[src/kmsd_pkg.sv]
// Shared types and constants for the keypad matrix scanner with debounce.
// No dependencies; imported by kmsd_keys, keypad_matrix_scan_debounce and the testbench.
package kmsd_pkg;

  // Keypad geometry
  localparam int ROWS      = 4;
  localparam int COLS      = 4;
  // Only the four rows carried in the request are ever sampled
  localparam int ROWS_USED = (ROWS < 4) ? ROWS : 4;
  localparam int COL_W     = (COLS > 1) ? $clog2(COLS) : 1;

  // Field and register widths
  localparam int TIME_W    = 32;
  localparam int STEP_W    = 8;
  localparam int DEB_W     = 10;
  localparam int LEVELS_W  = 4;
  localparam int POS_W     = 2;
  localparam int CFG_IDX_W = 1;
  localparam int CFG_W     = 10;

  // Register indexes on the configuration port
  localparam logic [CFG_IDX_W-1:0] CFG_SCAN_STEP = 1'd0;
  localparam logic [CFG_IDX_W-1:0] CFG_DEBOUNCE  = 1'd1;

  // Request kinds carried in tuser
  localparam logic CMD_TICK    = 1'b0;
  localparam logic CMD_CONSUME = 1'b1;

  // Column scan request from the timing logic to the key store
  typedef struct packed {
    logic                en;
    logic [COL_W-1:0]    col;
    logic [TIME_W-1:0]   now;
    logic [LEVELS_W-1:0] levels;
    logic [DEB_W-1:0]    settle_time;
  } scan_req_t;

endpackage

[src/keypad_matrix_scan_debounce.sv]
// Top level of the keypad matrix scanner with per-key debounce.
// Depends on kmsd_pkg and kmsd_keys.
//
//  channel | dir | handshake             | payload
//  --------+-----+-----------------------+---------------------------------------
//  s_*     | in  | s_tvalid / s_tready   | tuser: cmd; tdata: row_levels
//  m_*     | out | m_tvalid / m_tready   | tdata: drive_col, key_valid, key_row,
//          |     |                       |        key_col, key_pending
//  cfg_*   | in  | cfg_we                | cfg_index, cfg_wdata
//
// One request per cycle; its result appears in the output register on the
// next cycle. All state is updated in the accepting cycle through one pass of
// five parallel 32-bit timestamp subtracts. A new request is taken while the
// output register is empty or being drained in the same cycle. Synchronous
// reset clears all key state, time counters and the pending key at once.
module keypad_matrix_scan_debounce (
  input  logic                               clk,
  input  logic                               rst,
  // Request channel
  input  logic                               s_tvalid,
  output logic                               s_tready,
  input  logic [7:0]                         s_tdata,   // [3:0] row_levels
  input  logic                               s_tuser,   // [0] cmd
  // Result channel
  output logic                               m_tvalid,
  input  logic                               m_tready,
  output logic [7:0]                         m_tdata,   // [1:0] drive_col,
                                                        // [2] key_valid,
                                                        // [4:3] key_row,
                                                        // [6:5] key_col,
                                                        // [7] key_pending
  // Configuration
  input  logic                               cfg_we,
  input  logic [kmsd_pkg::CFG_IDX_W-1:0]     cfg_index,
  input  logic [kmsd_pkg::CFG_W-1:0]         cfg_wdata
);
  import kmsd_pkg::*;

  localparam logic [COL_W-1:0] COL_LAST = COL_W'(COLS - 1);

  logic [STEP_W-1:0]    scan_interval;
  logic [DEB_W-1:0]     settle_time;
  logic [TIME_W-1:0]    ms_time;
  logic [TIME_W-1:0]    next_scan_time;
  logic [COL_W-1:0]     active_column;
  logic                 pending_flag;
  logic [POS_W-1:0]     pending_row;
  logic [POS_W-1:0]     pending_col;

  logic                 in_acc;
  logic                 is_tick;
  logic [TIME_W-1:0]    scan_diff;
  logic                 scan_due;
  logic [COL_W-1:0]     col_next;
  scan_req_t            scan_req;
  logic [ROWS_USED-1:0] press_ev;
  logic                 hit;
  logic [POS_W-1:0]     hit_row;
  logic                 pending_next;
  logic [POS_W-1:0]     pend_row_next;
  logic [POS_W-1:0]     pend_col_next;
  logic                 key_valid;
  logic [POS_W-1:0]     key_row;
  logic [POS_W-1:0]     key_col;

  // Take a request while the result register is free or draining
  assign s_tready = !m_tvalid || m_tready;
  assign in_acc   = s_tvalid && s_tready;
  assign is_tick  = s_tuser == CMD_TICK;

  // Scan time check and column advance
  assign scan_diff = ms_time - next_scan_time;
  assign scan_due  = !scan_diff[TIME_W-1];
  assign col_next  = (active_column >= COL_LAST) ? '0 : active_column + COL_W'(1);

  always_comb begin
    scan_req.en          = in_acc && is_tick && scan_due;
    scan_req.col         = active_column;
    scan_req.now         = ms_time;
    scan_req.levels      = s_tdata[LEVELS_W-1:0];
    scan_req.settle_time = settle_time;
  end

  kmsd_keys u_keys (
    .clk      (clk),
    .rst      (rst),
    .req      (scan_req),
    .press_ev (press_ev)
  );

  // Pick the lowest row with a new stable press
  always_comb begin
    hit_row = '0;
    for (int r = ROWS_USED - 1; r >= 0; r--) begin
      if (press_ev[r]) begin
        hit_row = POS_W'(r);
      end
    end
  end

  assign hit = (press_ev != '0) && !pending_flag;

  // Result fields and the pending key after this request
  always_comb begin
    pend_row_next = hit ? hit_row : pending_row;
    pend_col_next = hit ? POS_W'(active_column) : pending_col;
    key_valid     = 1'b0;
    key_row       = '0;
    key_col       = '0;
    if (is_tick) begin
      pending_next = pending_flag || hit;
      if (pending_next) begin
        key_row = pend_row_next;
        key_col = pend_col_next;
      end
    end else begin
      pending_next = 1'b0;
      if (pending_flag) begin
        key_valid = 1'b1;
        key_row   = pending_row;
        key_col   = pending_col;
      end
    end
  end

  // Configuration registers
  always_ff @(posedge clk) begin
    if (rst) begin
      scan_interval <= STEP_W'(1);
      settle_time   <= DEB_W'(20);
    end else if (cfg_we) begin
      case (cfg_index)
        CFG_SCAN_STEP: scan_interval <= cfg_wdata[STEP_W-1:0];
        CFG_DEBOUNCE:  settle_time   <= cfg_wdata[DEB_W-1:0];
        default:       ;
      endcase
    end
  end

  // Time base, scan schedule and pending key
  always_ff @(posedge clk) begin
    if (rst) begin
      ms_time        <= '0;
      next_scan_time <= '0;
      active_column  <= '0;
      pending_flag   <= 1'b0;
      pending_row    <= '0;
      pending_col    <= '0;
    end else if (in_acc) begin
      pending_flag <= pending_next;
      pending_row  <= pend_row_next;
      pending_col  <= pend_col_next;
      if (is_tick) begin
        ms_time <= ms_time + TIME_W'(1);
        if (scan_due) begin
          next_scan_time <= ms_time + TIME_W'(scan_interval);
          active_column  <= col_next;
        end
      end
    end
  end

  // Result register
  always_ff @(posedge clk) begin
    if (rst) begin
      m_tvalid <= 1'b0;
    end else if (in_acc) begin
      m_tvalid <= 1'b1;
    end else if (m_tready) begin
      m_tvalid <= 1'b0;
    end
  end

  always_ff @(posedge clk) begin
    if (in_acc) begin
      m_tdata <= {pending_next, key_col, key_row, key_valid,
                  POS_W'(scan_req.en ? col_next : active_column)};
    end
  end

  // A returned key is never still pending
  a_valid_clears: assert property (@(posedge clk) disable iff (rst)
    m_tvalid |-> !(m_tdata[2] && m_tdata[7]))
    else $error("returned key still marked pending");

  // Key position is zero when nothing is returned or pending
  a_zero_key: assert property (@(posedge clk) disable iff (rst)
    (m_tvalid && !m_tdata[2] && !m_tdata[7]) |-> (m_tdata[6:3] == '0))
    else $error("key position reported without a key");

  // The pending key is dropped only by a consume request
  a_drop_consume: assert property (@(posedge clk) disable iff (rst)
    (!$past(rst) && $fell(pending_flag)) |-> $past(in_acc && !is_tick))
    else $error("pending key lost without consume");

endmodule

[src/kmsd_keys.sv]
// Per-key raw level, stable level and change timestamp for the whole matrix.
// Depends on kmsd_pkg; updates the keys of one column per scan request.
module kmsd_keys (
  input  logic                                clk,
  input  logic                                rst,
  input  kmsd_pkg::scan_req_t                 req,
  output logic [kmsd_pkg::ROWS_USED-1:0]      press_ev
);
  import kmsd_pkg::*;

  logic [COLS-1:0]   raw_lvl    [ROWS_USED];
  logic [COLS-1:0]   stable_lvl [ROWS_USED];
  logic [TIME_W-1:0] chg_time   [ROWS_USED][COLS];

  for (genvar r = 0; r < ROWS_USED; r++) begin : g_row
    logic              pressed;
    logic              rd_raw;
    logic              rd_stable;
    logic [TIME_W-1:0] held;
    logic              changed;
    logic              settled;

    // Look at the key of this row in the scanned column
    always_comb begin
      pressed   = !req.levels[r];
      rd_raw    = raw_lvl[r][req.col];
      rd_stable = stable_lvl[r][req.col];
      held      = req.now - chg_time[r][req.col];
      changed   = pressed != rd_raw;
      settled   = !held[TIME_W-1] && (held >= TIME_W'(req.settle_time)) &&
                  (rd_stable != pressed);
    end

    assign press_ev[r] = req.en && !changed && settled && pressed;

    // Restart the timer on a raw change, else promote a settled level
    always_ff @(posedge clk) begin
      if (rst) begin
        raw_lvl[r]    <= '0;
        stable_lvl[r] <= '0;
        for (int c = 0; c < COLS; c++) begin
          chg_time[r][c] <= '0;
        end
      end else if (req.en) begin
        if (changed) begin
          raw_lvl[r][req.col]  <= pressed;
          chg_time[r][req.col] <= req.now;
        end else if (settled) begin
          stable_lvl[r][req.col] <= pressed;
        end
      end
    end
  end

  // Stable levels of row 0 move only on a scan
  a_stable_hold: assert property (@(posedge clk) disable iff (rst)
    !req.en |=> $stable(stable_lvl[0]))
    else $error("stable level changed without a scan");

  // A press event needs a scan
  a_press_scan: assert property (@(posedge clk) disable iff (rst)
    (press_ev != '0) |-> req.en)
    else $error("press event outside a scan");

  // After a scan the row 0 raw level follows the sampled row
  a_raw_follow: assert property (@(posedge clk) disable iff (rst)
    req.en |=> raw_lvl[0][$past(req.col)] == !$past(req.levels[0]))
    else $error("raw level does not follow sample");

endmodule

[config.mk]
export PLATFORM = sky130hd
export DESIGN_NAME = keypad_matrix_scan_debounce
export DESIGN_NICKNAME = d
export VERILOG_FILES = /design/src/kmsd_pkg.sv /design/src/keypad_matrix_scan_debounce.sv /design/src/kmsd_keys.sv
export SDC_FILE = /design/constraint.sdc
export NUM_CORES = 1
export LEC_CHECK = 0
export BUFFER_PORTS_ARGS = -buffer_cell sky130_fd_sc_hd__buf_2
export CELL_PAD_IN_SITES_DETAIL_PLACEMENT = 0
export CELL_PAD_IN_SITES_GLOBAL_PLACEMENT = 1
export CORE_MARGIN = 5
export CORE_UTILIZATION = 47
export CTS_CLUSTER_DIAMETER = 200
export CTS_CLUSTER_SIZE = 20
export DETAILED_ROUTE_END_ITERATION = 10
export PLACE_DENSITY_LB_ADDON = 0.2
export SLEW_MARGIN = 20
export SYNTH_ARGS = -nofsm -noshare
export SYNTH_HDL_FRONTEND = slang
export SYNTH_SLANG_ARGS = --single-unit
[constraint.sdc]
create_clock -name clk -period 6.95 [get_ports clk]
set_input_delay 1.39 -clock clk [delete_from_list [all_inputs] [get_ports clk]]
set_output_delay 1.39 -clock clk [all_outputs]
set_load 0.02 [all_outputs]
==> results.md <==
| Item | Reported | Unit |
|:---|:---|:---|
| Outcome | finished clean | - |
| Area taken by flip-flops and latches | 18,400 | um^2 |
| Highest-count cells in the layout ignoring fill and taps | sky130_fd_sc_hd__edfxtp_1 (552), sky130_fd_sc_hd__and3_1 (374), sky130_fd_sc_hd__ha_1 (211) | - |
| Post-synth EDFFs | 552 | - |
| Per-cell via count in the routed design | 6.27 | - |
| Worst slew margin relative to its limit | 24.3 | % |
| Starting DRT DRC Count | 2,415 | - |
| Filler instances | 7,204 | - |
| Count of different cell masters after synthesis | 93 | - |
| Total CTS buffers | 38 | - |
| Slowest Stage Delay on Critical Path | 0.70 | ns |
| Drt pass-1 iters | 5 | - |
| Max rail drop VDD | 0.209 | mV |
| Number of storage elements in the synthesis netlist | 642 | - |
| Initial Util | 47.6 | % |
| Count of endpoints failing hold in the final timing report | 0 | - |
| Path length in cells of the critical path | 20 | - |
| Worst hold slack after final layout | 0.469 | ns |
| Detail-routed net length per standard cell | 25.7 | um |
| Transition time at the pin with the least slew margin | 1.13 | ns |
| Area of the multi-input gates | 18,300 | um^2 |
| Slowest cell on the critical path | sky130_fd_sc_hd__dfxtp_4 | - |
| Fraction of final layout cells sized beyond drive strength 1 | 10.5 | % |
| Kind of end point of the critical path | register | - |
| Worst path arrival time | 6.90 | ns |
| Number of buffers added on ports | 30 | - |
| Floorplan Core Area | 80,800 | um^2 |
| Clock network latency to the later pin of the worst-skew pair | 0.60 | ns |
| Total power divided by cell area | 282 | nW/um^2 |
| Initial antenna violation count | 7 | - |
| Routability Congestion | 0.932 | - |
| Routed wire length | 116,000 | um |
| Final setup violation count | 0 | - |
| Required time reported for the critical path endpoint | 7.31 | ns |
| Final total power | 11.5 | mW |
| Post-synth top flop | sky130_fd_sc_hd__edfxtp_1 | - |
| Count of boundary I/O pins | 35 | - |
| Async set-or-reset flop fraction in the synthesized netlist | 0 | % |
| Synthesized netlist cell count | 3,533 | - |
| H-tree level count | 2 | - |
| Leftover overflow at the end of global routing | 0 | - |
| Post-Place Cells | 4,439 | - |
| Area fraction of the dominant cell type after synthesis | 43.1 | % |
| Vias | 28,224 | - |
| Root buffer cell | sky130_fd_sc_hd__clkbuf_16 | - |
| Die height | 296 | um |
| Hold Path Depth | 2 | - |
| Library cell occupying the most area in the post-synthesis netlist | sky130_fd_sc_hd__edfxtp_1 | - |
| Crit path buffers/inverters | 1 | - |
| Portion of the clock cycle consumed by the worst path in the final layout | 94.1 | % |
| First-pass GRT wire length | 174,000 | um |
| Number of nets with antenna violations after detailed routing | 0 | - |
| Average size of a mapped cell | 10.9 | um^2 |
| Cell-by-cell listing of the critical path | buf_4 -> mux4_2 -> fa_1 -> nand2b_1 -> a21oi_1 -> nor2_1 -> o21ai_0 -> xor2_1 -> ha_1 -> nand2_1 -> o32a_1 -> nand4_1 -> a21o_1 -> a311o_1 -> nor4_1 -> or4b_1 -> o211a_1 -> nor4_4 -> or3_1 -> nand2_1 | - |
| Clock Pin Slew Worst Setup and Hold Paths | 0.09 | ns |
| Setup_tns | 0 | ns |
| Maximum number of pins on one net before global-route repair | 108 | - |
| Static leakage | 16.7 | nW |
| Fin cells | 4,505 | - |
| Category of cells accounting for the largest share of critical-path delay | simple AND/OR/NAND/NOR gates | - |
| Crit path max fanout | 29 | - |
| Synthesized Nets | 3,778 | - |
| Type of the tightest min-delay check | reg2reg | - |
| Final Skew | 0.0252 | ns |
| Worst setup path category | reg2reg | - |
| Layout Area Growth over Synthesis | 6.24 | % |
| Final Max Tran Viols | 0 | - |
| Overall track demand over capacity in global routing | 26.0 | % |
| Width of the die | 296 | um |
| Highest clock frequency the design can meet | 153 | MHz |
| Cell mode on critical path | sky130_fd_sc_hd__nand2_1 | - |
| Most common cell after layout, fill and taps aside | sky130_fd_sc_hd__edfxtp_1 | - |
| Ranking of synthesized cells by area | sky130_fd_sc_hd__edfxtp_1 (43%), sky130_fd_sc_hd__mux4_2 (8.0%), sky130_fd_sc_hd__ha_1 (7.0%) | - |
| Total number of yosys warnings | 0 | - |
| Maximum count of clock buffers along a single path | 3 | - |
| Final net count | 3,664 | - |
| Vias in the first global route | 28,292 | - |
| Cell Rows | 104 | - |
| Area of the mapped netlist | 38,500 | um^2 |
| Number of clock sinks | 642 | - |
| DRC violation count after routing | 0 | - |
| Portion of the post-synthesis area used by sequential elements | 47.8 | % |
| Total cell area at the placement stage | 39,700 | um^2 |
| Unrepaired setup endpoints after global routing | false | - |
| Time the worst path needs with I/O delays and setup | 6.54 | ns |
| Max-Cap Viols | 0 | - |
| Register-to-Register Path Depth | 20 | - |
| Area of all placed cells without fillers | 40,900 | um^2 |
| TritonCTS clock tree | done | - |
| Kind of start point of the critical path | register | - |
| DP Wirelength | 77,500 | um |
| Die area | 87,600 | um^2 |
cell type report:
cell class	instances	share of cell area (%)
Sequential cell	642	45.0
Tap cell	1060	3.25
Clock buffer	62	2.70
Clock inverter	1	0.0490
Inverter	212	1.95
Timing Repair Buffer	125	2.26
Multi-Input combinational cell	2400	44.8
Antenna cell	3	0.0184
path summary, 6_finish.rpt:
kind | to | startpoint | slack (ns)
worst min register to register | settle_time[1] | settle_time[1] | 0.47
worst min-delay path | settle_time[1] | settle_time[1] | 0.47
worst max-delay path | m_tdata[5] | active_column[1] | 0.41
worst max register to register | m_tdata[5] | active_column[1] | 0.41
power breakdown:
part	total, mW	switching, mW	internal (mW)	leakage [nW]
Combinational	4.51	2.86	1.66	9.75
Clock	2.43	1.33	1.10	0.540
Sequential	4.58	0.135	4.44	6.45
registers in the layout (all words and copies together), names as in the netlist:
signal / count
m_tdata: 8
u_keys.stable_lvl: 16
settle_time: 10
m_tvalid: 1
next_scan_time: 32
u_keys.raw_lvl: 16
pending_flag: 1
ms_time: 32
u_keys.chg_time: 512
pending_col: 2
scan_interval: 8
pending_row: 2
active_column: 2
worst min-delay path, cell delays in order (launching register included):
cell                      delay [ns]
sky130_fd_sc_hd__dfxtp_1        0.32
sky130_fd_sc_hd__nand2_1        0.05
sky130_fd_sc_hd__a21oi_1        0.05
stage by stage:
step	util [%]	setup WS (ns)
after CTS	50.5	0.291
after detailed placement	49.1	0.310
after floorplan	-	0.322
after global routing	50.6	0.0360
final	50.6	0.412
after global placement	49.1	0.360
per-layer routing:
metal	part of all wire, %	track usage (%)
met1	43	35.2
met2	48	44.0
met3	6.4	4.25
met4	3.0	7.13
met5	0.011	0
cell families (layout without fill, tap and decap cells):
group / count (synthesis) / count (layout) / share of synthesized area [%]
flops: 642 / 642 / 47.8
compound gates: 660 / 660 / 11.1
xor+xnor: 117 / 117 / 2.66
other cells: 0 / 3 / 0
fa+ha+maj: 220 / 220 / 7.26
buf+inv: 491 / 400 / 4.91
mux: 147 / 147 / 8.25
simple gates: 1256 / 1256 / 18.0
synthesized netlist by cell type, drive strengths merged, types with 18 or more instances:
library cell and number:
edfxtp 552, and3 374, clkbuf 240, ha 215
a21oi 211, inv 210, nand2 205, nor2 174
mux4 136, and2 130, o21ai 127, a21o 98
dfxtp 90, nor4 74, nand4 67, xnor2 59
xor2 58, nor3 48, nand3 47, a211oi 40
buf 39, nand2b 29, or3 28, o21a 27
nor2b 22, o211ai 18
what timing repair did:
item / 4_1_cts / 5_1_grt
gates resized for setup: 0 / 4
hold buffers: 0 / 0
setup endpoints to repair: 0 / 6
buffers inserted: 0 / 0
Note: power is estimated with default switching activity, not from simulation.
